File: src/sv/hbb_pkg.sv
package hbb_pkg;

  localparam int CHAN_W    = 8;
  localparam int JOB_DEPTH = 2;
  localparam int RES_DEPTH = 8;
  localparam int NUM_CHAN  = 3;

  typedef struct packed {
    logic [CHAN_W-1:0] red;
    logic [CHAN_W-1:0] green;
    logic [CHAN_W-1:0] blue;
  } pixel_t;

  typedef struct packed {
    pixel_t pix;
    logic   row_last;
  } result_t;

  localparam int PIX_W = $bits(pixel_t);
  localparam int RES_W = $bits(result_t);

  // channel 0 is red, 1 green, 2 blue
  function automatic logic [CHAN_W-1:0] chan_of(input pixel_t p, input int c);
    logic [PIX_W-1:0] bits;
    bits = p;
    return bits[PIX_W-1-c*CHAN_W -: CHAN_W];
  endfunction

endpackage

File: src/sv/hbb_fifo.sv
module hbb_fifo #(
  parameter int WIDTH = 8,
  parameter int DEPTH = 2
) (
  input  logic                           clk,
  input  logic                           rst_n,
  input  logic                           push,
  input  logic                           pop,
  input  logic [WIDTH-1:0]               wdata,
  output logic [WIDTH-1:0]               rdata,
  output logic [$clog2(DEPTH+1)-1:0]     count
);

  localparam int AW = (DEPTH > 1) ? $clog2(DEPTH) : 1;
  localparam int CW = $clog2(DEPTH + 1);

  logic [WIDTH-1:0] mem_r [DEPTH];
  logic [AW-1:0]    wr_ptr_r, wr_ptr_nxt;
  logic [AW-1:0]    rd_ptr_r, rd_ptr_nxt;
  logic [CW-1:0]    count_r, count_nxt;

  // callers only push when not full and pop when not empty
  always_comb begin
    wr_ptr_nxt = wr_ptr_r;
    rd_ptr_nxt = rd_ptr_r;
    count_nxt  = count_r;
    if (push) begin
      wr_ptr_nxt = (wr_ptr_r == AW'(DEPTH - 1)) ? '0 : wr_ptr_r + 1'b1;
    end
    if (pop) begin
      rd_ptr_nxt = (rd_ptr_r == AW'(DEPTH - 1)) ? '0 : rd_ptr_r + 1'b1;
    end
    case ({push, pop})
      2'b10:   count_nxt = count_r + 1'b1;
      2'b01:   count_nxt = count_r - 1'b1;
      default: count_nxt = count_r;
    endcase
  end

  always_ff @(posedge clk) begin
    if (!rst_n) begin
      wr_ptr_r <= '0;
      rd_ptr_r <= '0;
      count_r  <= '0;
    end else begin
      wr_ptr_r <= wr_ptr_nxt;
      rd_ptr_r <= rd_ptr_nxt;
      count_r  <= count_nxt;
    end
  end

  always_ff @(posedge clk) begin
    if (push) begin
      mem_r[wr_ptr_r] <= wdata;
    end
  end

  assign rdata = mem_r[rd_ptr_r];
  assign count = count_r;

endmodule

File: src/sv/hbb_front.sv
module hbb_front #(
  parameter int BLUR_RADIUS = 3
) (
  input  logic                                clk,
  input  logic                                rst_n,
  input  logic                                accept,
  input  hbb_pkg::pixel_t                     cur_pix,
  input  logic                                row_last,
  output logic                                job_valid,
  output hbb_pkg::pixel_t [2*BLUR_RADIUS:0]   job_win,
  output logic [$clog2(BLUR_RADIUS+1)-1:0]    job_rem
);

  import hbb_pkg::*;

  localparam int HIST = 2 * BLUR_RADIUS;
  localparam int TAPS = HIST + 1;
  localparam int IW   = $clog2(TAPS);
  localparam int RW   = $clog2(BLUR_RADIUS + 1);

  pixel_t [HIST-1:0] window_r, window_nxt;
  logic [IW-1:0]     row_pos_r, row_pos_nxt;

  pixel_t [HIST:0]   seq_raw;
  pixel_t [HIST:0]   seq;
  pixel_t            first_pix;
  logic [IW-1:0]     first;
  logic [RW-1:0]     off;

  always_comb begin
    for (int k = 0; k < HIST; k++) begin
      seq_raw[k] = window_r[k];
    end
    seq_raw[HIST] = cur_pix;

    // slots ahead of the row start copy the row's first pixel
    first     = IW'(HIST) - row_pos_r;
    first_pix = seq_raw[first];
    for (int k = 0; k <= HIST; k++) begin
      seq[k] = (k < int'(first)) ? first_pix : seq_raw[k];
    end

    if (row_last && (row_pos_r < IW'(BLUR_RADIUS))) begin
      off = RW'(BLUR_RADIUS - int'(row_pos_r));
    end else begin
      off = '0;
    end
    job_rem   = row_last ? (RW'(BLUR_RADIUS) - off) : '0;
    job_valid = row_last || (row_pos_r >= IW'(BLUR_RADIUS));

    // window aligned on the first centre; past the row end repeats the last pixel
    for (int j = 0; j <= HIST; j++) begin
      if (int'(off) + j > HIST) begin
        job_win[j] = cur_pix;
      end else begin
        job_win[j] = seq[IW'(int'(off) + j)];
      end
    end

    for (int k = 0; k < HIST; k++) begin
      window_nxt[k] = seq[k+1];
    end

    row_pos_nxt = row_pos_r;
    if (accept) begin
      if (row_last) begin
        row_pos_nxt = '0;
      end else if (row_pos_r != IW'(HIST)) begin
        row_pos_nxt = row_pos_r + 1'b1;
      end
    end
  end

  always_ff @(posedge clk) begin
    if (!rst_n) begin
      row_pos_r <= '0;
    end else begin
      row_pos_r <= row_pos_nxt;
    end
  end

  always_ff @(posedge clk) begin
    if (accept && !row_last) begin
      window_r <= window_nxt;
    end
  end

endmodule

File: src/sv/hbb_back.sv
module hbb_back #(
  parameter int BLUR_RADIUS = 3
) (
  input  logic                                          clk,
  input  logic                                          rst_n,
  input  logic                                          job_empty,
  input  hbb_pkg::pixel_t [2*BLUR_RADIUS:0]             job_win,
  input  logic [$clog2(BLUR_RADIUS+1)-1:0]              job_rem,
  input  logic                                          job_last,
  output logic                                          job_pop,
  input  logic [$clog2(hbb_pkg::RES_DEPTH+1)-1:0]       res_count,
  output logic                                          res_push,
  output hbb_pkg::result_t                              res_data
);

  import hbb_pkg::*;

  localparam int HIST  = 2 * BLUR_RADIUS;
  localparam int TAPS  = HIST + 1;
  localparam int RW    = $clog2(BLUR_RADIUS + 1);
  localparam int SUMW  = $clog2(((1 << CHAN_W) - 1) * TAPS + 1);
  localparam int SHIFT = SUMW;
  localparam int RECIP = (1 << SHIFT) / TAPS;
  localparam int PW    = SUMW + SHIFT;

  // sequencer for multi-result jobs
  logic              busy_r, busy_nxt;
  pixel_t [HIST:0]   win_r, win_nxt;
  logic [RW-1:0]     rem_r, rem_nxt;
  logic              last_r, last_nxt;

  pixel_t [HIST:0]   taps;
  pixel_t [HIST:0]   shifted;
  logic [RW-1:0]     cur_rem;
  logic              cur_last;
  logic              credit;
  logic              issue;

  logic              s1_v_r, s2_v_r, s3_v_r;
  pixel_t [HIST:0]   s1_taps_r;
  logic              s1_last_r, s2_last_r, s3_last_r;
  logic [SUMW-1:0]   s2_sum_r [NUM_CHAN];
  logic [SUMW-1:0]   s3_sum_r [NUM_CHAN];
  logic [PW-1:0]     s3_prod_r [NUM_CHAN];

  logic [SUMW-1:0]   sum_c [NUM_CHAN];
  logic [PW-1:0]     prod_c [NUM_CHAN];
  logic [CHAN_W-1:0] quot_c [NUM_CHAN];
  logic [CHAN_W-1:0] q_est [NUM_CHAN];
  logic [SUMW-1:0]   resid [NUM_CHAN];

  // results in the pipe are counted against free space in the result queue
  assign credit = (int'(res_count) + int'(s1_v_r) + int'(s2_v_r) + int'(s3_v_r))
                  < RES_DEPTH;
  assign issue   = credit && (busy_r || !job_empty);
  assign job_pop = issue && !busy_r;

  always_comb begin
    taps     = busy_r ? win_r : job_win;
    cur_rem  = busy_r ? rem_r : job_rem;
    cur_last = busy_r ? last_r : job_last;

    for (int j = 0; j < HIST; j++) begin
      shifted[j] = taps[j+1];
    end
    shifted[HIST] = taps[HIST];

    busy_nxt = busy_r;
    win_nxt  = win_r;
    rem_nxt  = rem_r;
    last_nxt = last_r;
    if (issue) begin
      busy_nxt = (cur_rem != '0);
      win_nxt  = shifted;
      rem_nxt  = cur_rem - 1'b1;
      last_nxt = cur_last;
    end
  end

  always_comb begin
    for (int c = 0; c < NUM_CHAN; c++) begin
      sum_c[c] = '0;
      for (int t = 0; t < TAPS; t++) begin
        sum_c[c] = sum_c[c] + SUMW'(chan_of(s1_taps_r[t], c));
      end
      prod_c[c] = PW'(s2_sum_r[c]) * PW'(RECIP);
      // reciprocal estimate is low by at most one
      q_est[c]  = s3_prod_r[c][SHIFT +: CHAN_W];
      resid[c]  = s3_sum_r[c] - SUMW'(SUMW'(q_est[c]) * SUMW'(TAPS));
      quot_c[c] = (resid[c] >= SUMW'(TAPS)) ? q_est[c] + 1'b1 : q_est[c];
    end
  end

  always_ff @(posedge clk) begin
    if (!rst_n) begin
      busy_r <= 1'b0;
      s1_v_r <= 1'b0;
      s2_v_r <= 1'b0;
      s3_v_r <= 1'b0;
    end else begin
      busy_r <= busy_nxt;
      s1_v_r <= issue;
      s2_v_r <= s1_v_r;
      s3_v_r <= s2_v_r;
    end
  end

  always_ff @(posedge clk) begin
    win_r     <= win_nxt;
    rem_r     <= rem_nxt;
    last_r    <= last_nxt;
    s1_taps_r <= taps;
    s1_last_r <= cur_last && (cur_rem == '0);
    s2_last_r <= s1_last_r;
    s3_last_r <= s2_last_r;
    for (int c = 0; c < NUM_CHAN; c++) begin
      s2_sum_r[c]  <= sum_c[c];
      s3_sum_r[c]  <= s2_sum_r[c];
      s3_prod_r[c] <= prod_c[c];
    end
  end

  assign res_push           = s3_v_r;
  assign res_data.pix.red   = quot_c[0];
  assign res_data.pix.green = quot_c[1];
  assign res_data.pix.blue  = quot_c[2];
  assign res_data.row_last  = s3_last_r;

endmodule

File: src/sv/horizontal_box_blur_rgb.sv
// Horizontal box blur over an RGB raster stream, 2*BLUR_RADIUS+1 taps per colour channel,
// with the first and last pixel of each row repeated past the row ends and each sum
// divided by the tap count and truncated. Results trail the input by BLUR_RADIUS pixels;
// the first BLUR_RADIUS pixels of a row give nothing, and the pixel flagged as row last
// releases all pending results of the row (up to BLUR_RADIUS+1), the final one flagged.
// One pixel is taken per clock while full is low; one result leaves per clock while pop is
// high and empty low. A row-end pixel needs one clock of the back-end window sequencer per
// result it releases while the result queue has room, so at row ends the two-entry job
// queue can fill and raise full. An issued result goes through tap select, channel sums,
// reciprocal multiply and remainder correction to the output queue, which holds eight results.
module horizontal_box_blur_rgb #(
  parameter int BLUR_RADIUS = 3
) (
  input  logic       clk,
  input  logic       rst_n,
  input  logic       push,
  output logic       full,
  input  logic [7:0] in_red_in,
  input  logic [7:0] in_green_in,
  input  logic [7:0] in_blue_in,
  input  logic       in_row_last_in,
  output logic       empty,
  input  logic       pop,
  output logic [7:0] out_red_out,
  output logic [7:0] out_green_out,
  output logic [7:0] out_blue_out,
  output logic       out_row_last_out
);

  import hbb_pkg::*;

  localparam int HIST  = 2 * BLUR_RADIUS;
  localparam int TAPS  = HIST + 1;
  localparam int RW    = $clog2(BLUR_RADIUS + 1);
  localparam int JOB_W = TAPS * PIX_W + RW + 1;
  localparam int JCW   = $clog2(JOB_DEPTH + 1);
  localparam int RCW   = $clog2(RES_DEPTH + 1);

  logic              accept;
  pixel_t            cur_pix;
  logic              job_valid;
  pixel_t [HIST:0]   fr_win;
  logic [RW-1:0]     fr_rem;
  logic [JOB_W-1:0]  job_wdata, job_rdata;
  logic [JCW-1:0]    job_count;
  logic              job_pop;
  pixel_t [HIST:0]   bk_win;
  logic [RW-1:0]     bk_rem;
  logic              bk_last;
  logic [RCW-1:0]    res_count;
  logic              res_push;
  result_t           res_data, res_head;
  logic              res_pop;

  assign full   = (job_count == JCW'(JOB_DEPTH));
  assign accept = push && !full;

  assign cur_pix.red   = in_red_in;
  assign cur_pix.green = in_green_in;
  assign cur_pix.blue  = in_blue_in;

  hbb_front #(
    .BLUR_RADIUS(BLUR_RADIUS)
  ) u_front (
    .clk       (clk),
    .rst_n     (rst_n),
    .accept    (accept),
    .cur_pix   (cur_pix),
    .row_last  (in_row_last_in),
    .job_valid (job_valid),
    .job_win   (fr_win),
    .job_rem   (fr_rem)
  );

  assign job_wdata = {fr_win, fr_rem, in_row_last_in};

  hbb_fifo #(
    .WIDTH(JOB_W),
    .DEPTH(JOB_DEPTH)
  ) u_job_q (
    .clk   (clk),
    .rst_n (rst_n),
    .push  (accept && job_valid),
    .pop   (job_pop),
    .wdata (job_wdata),
    .rdata (job_rdata),
    .count (job_count)
  );

  assign {bk_win, bk_rem, bk_last} = job_rdata;

  hbb_back #(
    .BLUR_RADIUS(BLUR_RADIUS)
  ) u_back (
    .clk       (clk),
    .rst_n     (rst_n),
    .job_empty (job_count == '0),
    .job_win   (bk_win),
    .job_rem   (bk_rem),
    .job_last  (bk_last),
    .job_pop   (job_pop),
    .res_count (res_count),
    .res_push  (res_push),
    .res_data  (res_data)
  );

  assign empty   = (res_count == '0);
  assign res_pop = pop && !empty;

  hbb_fifo #(
    .WIDTH(RES_W),
    .DEPTH(RES_DEPTH)
  ) u_res_q (
    .clk   (clk),
    .rst_n (rst_n),
    .push  (res_push),
    .pop   (res_pop),
    .wdata (res_data),
    .rdata (res_head),
    .count (res_count)
  );

  assign out_red_out      = res_head.pix.red;
  assign out_green_out    = res_head.pix.green;
  assign out_blue_out     = res_head.pix.blue;
  assign out_row_last_out = res_head.row_last;

endmodule

File: config.mk
export PLATFORM = sky130hd
export DESIGN_NAME = horizontal_box_blur_rgb
export DESIGN_NICKNAME = d
export VERILOG_FILES = /design/src/sv/hbb_pkg.sv /design/src/sv/hbb_fifo.sv /design/src/sv/hbb_front.sv /design/src/sv/hbb_back.sv /design/src/sv/horizontal_box_blur_rgb.sv
export SDC_FILE = /design/constraint.sdc
export NUM_CORES = 2
export LEC_CHECK = 0
export ABC_CLOCK_PERIOD_IN_PS = 16800
export BUFFER_PORTS_ARGS = -buffer_cell sky130_fd_sc_hd__buf_2
export CAP_MARGIN = 20
export CELL_PAD_IN_SITES_DETAIL_PLACEMENT = 0
export CELL_PAD_IN_SITES_GLOBAL_PLACEMENT = 1
export CORE_ASPECT_RATIO = 0.6
export CORE_MARGIN = 2
export CORE_UTILIZATION = 45
export DETAILED_ROUTE_END_ITERATION = 7
export PLACE_DENSITY = 0.74
export SYNTH_ARGS = -nofsm -noshare
export SYNTH_HDL_FRONTEND = slang
export SYNTH_SLANG_ARGS = --single-unit
File: constraint.sdc
create_clock -name clk -period 16.8 [get_ports clk]
set_input_delay 2.52 -clock clk [delete_from_list [all_inputs] [get_ports clk]]
set_output_delay 2.52 -clock clk [all_outputs]
set_load 0.005 [all_outputs]
Word-level counts from Yosys, hierarchy flattened

Memory sizes are Yosys's and may differ from the RTL's. A register that Yosys moved wholly into a read port is not among the register bits.
Cells that the tools add are included.

Register bits: 483
Bits in latches: 0
Bits in writable memories: 662
ROM bits: 0
Input bits: 29
Memories: 5

$add $sub $neg: 46
Multipliers: 6
Div/mod/pow operators: 0
Order comparisons: 28
Equality and inequality tests: 8
Shift-type cells: 0
Muxes and demuxes: 60
Bitwise gates (word level): 0
Reduce and logical (&&, ||, !) cells: 23

Memories:

| memory           | depth | bits a word | read ports | clocked after Yosys merged registers in | wr ports | line           | source |
|---|---|---|---|---|---|---|---|
| u_job_q.mem_r    | 2     | 171         | 1          | 1                                       | 1        | hbb_fifo.sv:17 | `logic [WIDTH-1:0] mem_r [DEPTH];` |
| u_res_q.mem_r    | 8     | 25          | 1          | 1                                       | 1        | hbb_fifo.sv:17 |  |
| u_back.s3_prod_r | 3     | 18          | 3          | 0                                       | 3        | hbb_back.sv:44 | `logic [PW-1:0] s3_prod_r [NUM_CHAN];` |
| u_back.s2_sum_r  | 3     | 11          | 3          | 0                                       | 3        | hbb_back.sv:42 | `logic [SUMW-1:0] s2_sum_r [NUM_CHAN];` |
| u_back.s3_sum_r  | 3     | 11          | 3          | 0                                       | 3        | hbb_back.sv:43 | `logic [SUMW-1:0] s3_sum_r [NUM_CHAN];` |

Operators with widths:

| operator              | count |
|---|---|
| $mux 24               | 28 |
| $bmux 24 s3           | 7 |
| $gt 32x4->1 const B   | 6 |
| $mux 168              | 1 |
| $add 11x8->11         | 15 |
| $add 32x2->32         | 2 |
| $mul 11x7->18 const B | 3 |
| $bmux 24 s2           | 1 |
| $ge 11x3->1 const B   | 3 |
| $mul 8x3->11 const B  | 3 |
| $sub 11x11->11        | 3 |
| $lt 32x5->1 const B   | 1 |
| $lt 3x5->1 const B    | 6 |
| $add 8x8->9           | 3 |
| $add 8x1->8 const B   | 3 |
| $mux 8                | 3 |
| $mux 3                | 6 |
| $add 2x3->4 const B   | 3 |
| $add 3x1->3 const B   | 3 |
| $lt 3x3->1 const A    | 3 |
| $mux 1                | 9 |
| $logic_and 1x1->1     | 8 |
| $pmux 4 s2            | 1 |
| $reduce_bool 2->1     | 4 |
| 28 further kinds      | 46 |

Logic depth before layout (Yosys ltp)

Depth in word-level cells: 8
Mapped depth: 22
Depth with buffers taken out: 22

By module

Synthesis repeated with hierarchy kept, for this count alone.

Cell total of the unflattened synthesis: 4,398
Area total of the unflattened synthesis: 56,449.1 um^2

By module, submodules not included:

| module                  | instances | cells each | area each (um^2) | sequential area each (um^2) |
|---|---|---|---|---|
| hbb_back                | 1         | 1,843      | 21,864.7         | 9,719.3 |
| hbb_front               | 1         | 1,635      | 13,274.0         | 4,384.2 |
| hbb_fifo at u_job_q     | 1         | 552        | 12,901.1         | 10,369.9 |
| hbb_fifo at u_res_q     | 1         | 361        | 8,364.3          | 6,266.0 |
| horizontal_box_blur_rgb | 1         | 7          | 45.0             | 0.0 |

Worst setup path after synthesis

No wires, ideal clock.

Kind: in2reg
Start point: input in_row_last_in
End point: memory u_job_q.mem_r[0][0] (netlist name) (enable)
Arrival time: 10,070 ps
Data required time: 16,095 ps
Path slack: 6,025 ps
Cell stages on the path: 4
Path buffers: 1
Cells stage by stage: buf_2 a211o_1 o21ai_0 nor2_1

Longest elaborated chain between the ends: 4

Ends and longest elaborated chain:

| element                      | line                          | source |
|---|---|---|
| start, declared              | horizontal_box_blur_rgb.sv:21 | `input logic in_row_last_in,` |
| $logic_or 1x1->1             | hbb_front.sv:49               | `job_valid = row_last \|\| (row_pos_r >= IW'(BLUR_RADIUS));` |
| $logic_and 1x1->1            | horizontal_box_blur_rgb.sv:83 | `.push (accept && job_valid),` |
| $mux 1                       | hbb_fifo.sv:53                | `if (push) begin` |
| $mux 1 (not written as such) | hbb_fifo.sv:54                | `mem_r[wr_ptr_r] <= wdata;` |
| end, declared                | hbb_fifo.sv:17                |  |

Every way passes these cells.

==> results.txt <==
Hold WC Path Type: reg -> reg
Worst-Skew Late Latency: 0.72 ns
TritonCTS clock tree: built
Kind of critical path: reg -> out
Clk root buf: clkbuf_16
DRT iter0 DRCs: 3407
HPWL after DPL: 89380 um
R2r setup slk: 11.75 ns
Remaining DRCs: 0
Reg-to-Reg End: u_job_q.mem_r[1][33]
Synth Cell Area: 54620 um^2
Post-Synthesis Cells: 4407
Routed WL: 132400 um
CTS Sinks: 1119
Status: finished, final reports clean
Worst Hold Endpoint: u_back.s2_last_r
Slew @ Worst Pin: 1.232 ns
Die area: 124300 um^2
Endpoints failing setup: 0
Unrepaired setup endpoints after global routing: false
Routed WL per cell: 21.72 um
CP startpoint kind: flip-flop
Gpl congestion: 0.8672
Largest net degree at the start of global routing: 139
Die Wd: 453.8 um
Worst EP required: 14.28 ns
Highest fanout seen on the critical path: 30
Synth-to-Final Area Change: 10.08%
Final worst path period share: 0.3283
Leading cell type in the layout, fill and taps excluded: edfxtp_1
Fin worst setup slack: 11.28 ns
Crit-path max cell delay: 0.62 ns
Share of layout cells above drive strength 1: 0.1056
Hold Startpoint: u_back.s1_last_r
Antenna Violating Nets Remaining: 0
Row count: 98
Critical path buffers and inverters: 2
Post-cts gate resize count: 0
Yosys warns: 0
Slew margin rel.: 0.1786
Reg-to-reg startpoint: u_front.row_pos_r[0]
Sequential cell area: 30750 um^2
Final hold vios: 0
Post-synth EDFFs: 833
CP top delay family: multiplexers
Port buffer count: 55
Fillers: 10380
CTS HTree Levels: 3
Average size of a mapped cell: 12.39 um^2
Vias post-DR: 33270
Core ar.: 119800 um^2
Number of global-route vias before repair: 32680
Cts hold-fix bufs: 0
Clock Pin Slew Worst Setup and Hold Paths: 0.06 ns
Top_reg_cell synth: edfxtp_1
GRT overflow: 0
Cell count of the worst reg-to-reg path: 14
First-pass GRT wire length: 202800 um
Multi-input combinational cell area: 21530 um^2
First drt pass iteration count: 6
Setup crit end kind: primary output
Syn Nets: 4824
TritonCTS buffer count: 104
Yosys cell types: 73
Achievable Freq: 181.3 MHz
Clk_skew: 0.03736 ns
GRT Total Usage: 0.2152
CP max-delay cell: dfxtp_4
Critical path arrival: 3.00 ns
Initial antenna violation count: 9
Die Ht: 273.9 um
Max Cap Viol: 0
Most frequent cells in the layout: 833 x edfxtp_1, 425 x inv_1, 377 x nand2_1
I/O Pins: 56
Yosys reg bits: 1119
Initial cell density of the core: 0.4559
Hold path depth: 0
Minimum clock period: 5.516 ns
CTS Buffer Depth: 3
Layout Nets: 4822
Async SR Flop Fraction: 0
Vias/cell: 5.455
Crit-path cells: buf_4, mux4_2, mux2_2, buf_2
Postcts setup bufs: 0
Final Max Slew Viols: 0
Sequential fraction of the synthesis area: 0.5628
Post-route setup TNS: 0 ns
Pre-CTS setup slack: 10.72 ns
[cells in the mapped netlist (7+ instances only)]
cell / n / area share
inv_1: 427 / 0.029
o2bb2ai_1: 20 / 0.0032
mux2i_1: 316 / 0.058
o211a_1: 12 / 0.0022
ha_1: 237 / 0.054
o221ai_1: 17 / 0.0027
o21a_1: 11 / 0.0015
o22ai_1: 18 / 0.0021
nand3_1: 42 / 0.0038
edfxtp_1: 833 / 0.46
buf_4: 8 / 0.0011
a211oi_1: 51 / 0.0070
xnor2_1: 87 / 0.014
mux4_2: 72 / 0.030
and2_1: 31 / 0.0036
dfxtp_1: 286 / 0.10
mux2_2: 66 / 0.014
a21oi_1: 196 / 0.018
o21bai_1: 18 / 0.0025
xor2_1: 20 / 0.0032
o21ai_0: 334 / 0.031
nor2b_1: 89 / 0.010
buf_2: 20 / 0.0018
buf_1: 34 / 0.0023
nand4_1: 8 / 0.00092
a31oi_1: 10 / 0.0011
o211ai_1: 33 / 0.0045
a22o_1: 23 / 0.0037
a22oi_1: 15 / 0.0021
or2_2: 7 / 0.00080
a221o_1: 10 / 0.0018
nor3_1: 22 / 0.0020
a21o_1: 41 / 0.0056
nand2b_1: 22 / 0.0025
nand2_1: 378 / 0.026
nor2_1: 211 / 0.015
fa_1: 151 / 0.055
or3_1: 8 / 0.00092
clkbuf_1: 161 / 0.011
[worst reg2reg max path: stages, from the launching register on]
cell	delay, ns
dfxtp_2	0.32
inv_1	0.04
buf_4	0.47
ha_4	0.57
buf_4	0.54
buf_4	0.53
and2b_2	0.24
buf_4	0.43
o2bb2ai_1	0.21
mux2i_1	0.22
nand2_1	0.13
o21ai_0	0.16
mux2i_1	0.32
mux2i_1	0.15
o21ai_0	0.46
[logic make-up (layout without fill, tap and decap cells)]
kind of cell	count (synthesis)	after routing	synth area share
flip-flops	1119	1119	0.5628
other	0	3	0
XOR/XNOR	108	108	0.01757
adder cells (fa/ha/maj)	388	388	0.1096
buffers and inverters	653	742	0.04602
multiplexers	454	454	0.1012
AND/OR/NAND/NOR	837	837	0.06803
AO/OA/AOI/OAI	848	848	0.09477
[cell type report]
type	instances	share of cell area
Sequential cell	1119	0.5115
Multi-Input combinational cell	2635	0.3580
Clock buffer	152	0.05107
Tap cell	1600	0.03330
Inverter	429	0.02689
Timing Repair Buffer	116	0.01303
Clock inverter	45	0.006076
Antenna cell	3	0.0001249
[worst max-delay path by stage]
stage,start,endpoint,slack [ns],depth (start not counted)
floorplan,in_row_last_in,u_job_q.mem_r[0][0],6.02,4
global placement,in_row_last_in,u_job_q.mem_r[0][123],10.72,11
detailed placement,in_row_last_in,u_job_q.mem_r[1][123],10.72,11
CTS,flip-flop,out_blue_out[1],11.14,4
global route,flip-flop,out_blue_out[1],11.06,4
finish,flip-flop,out_blue_out[2],11.28,4
[metrics by stage]
step	utilization	std cells	instance area, um^2	hold slack, ns
floorplan	-	4407	54620	0.3096
finish	0.5019	6099	60130	0.3308
detailed placement	0.4729	5897	56660	0.3222
global placement	0.4729	5897	56660	0.3161
global route	0.5019	6098	60120	0.3454
CTS	0.5016	6094	60090	0.3351
[metal layers]
| layer | wire length [um] | share of wire | track usage | vias to the layer above |
|---|---|---|---|---|
| met3 | 10100 | 0.076 | 0.05168 | 180 |
| met4 | 3539 | 0.027 | 0.06059 | 2 |
| li1 | - | - | - | 15700 |
| met1 | 63530 | 0.48 | 0.3255 | 16360 |
| met2 | 55250 | 0.42 | 0.3063 | 1037 |
| met5 | 13 | 0.000098 | 0 | - |
[registers in the layout, indices dropped and copies added (netlist names), 24 cells and up, named ones only]
name and cells:
u_front.seq_raw 144, u_back.s3_sum_r 24, u_back.s3_prod_r 33, u_back.s1_taps_r 168, u_back.s2_sum_r 33, u_res_q.mem_r 200
u_back.win_r 144, u_job_q.mem_r 342
Power is not shown: default switching activity piles up to over one toggle a cycle in this logic, so the estimate is an artifact.
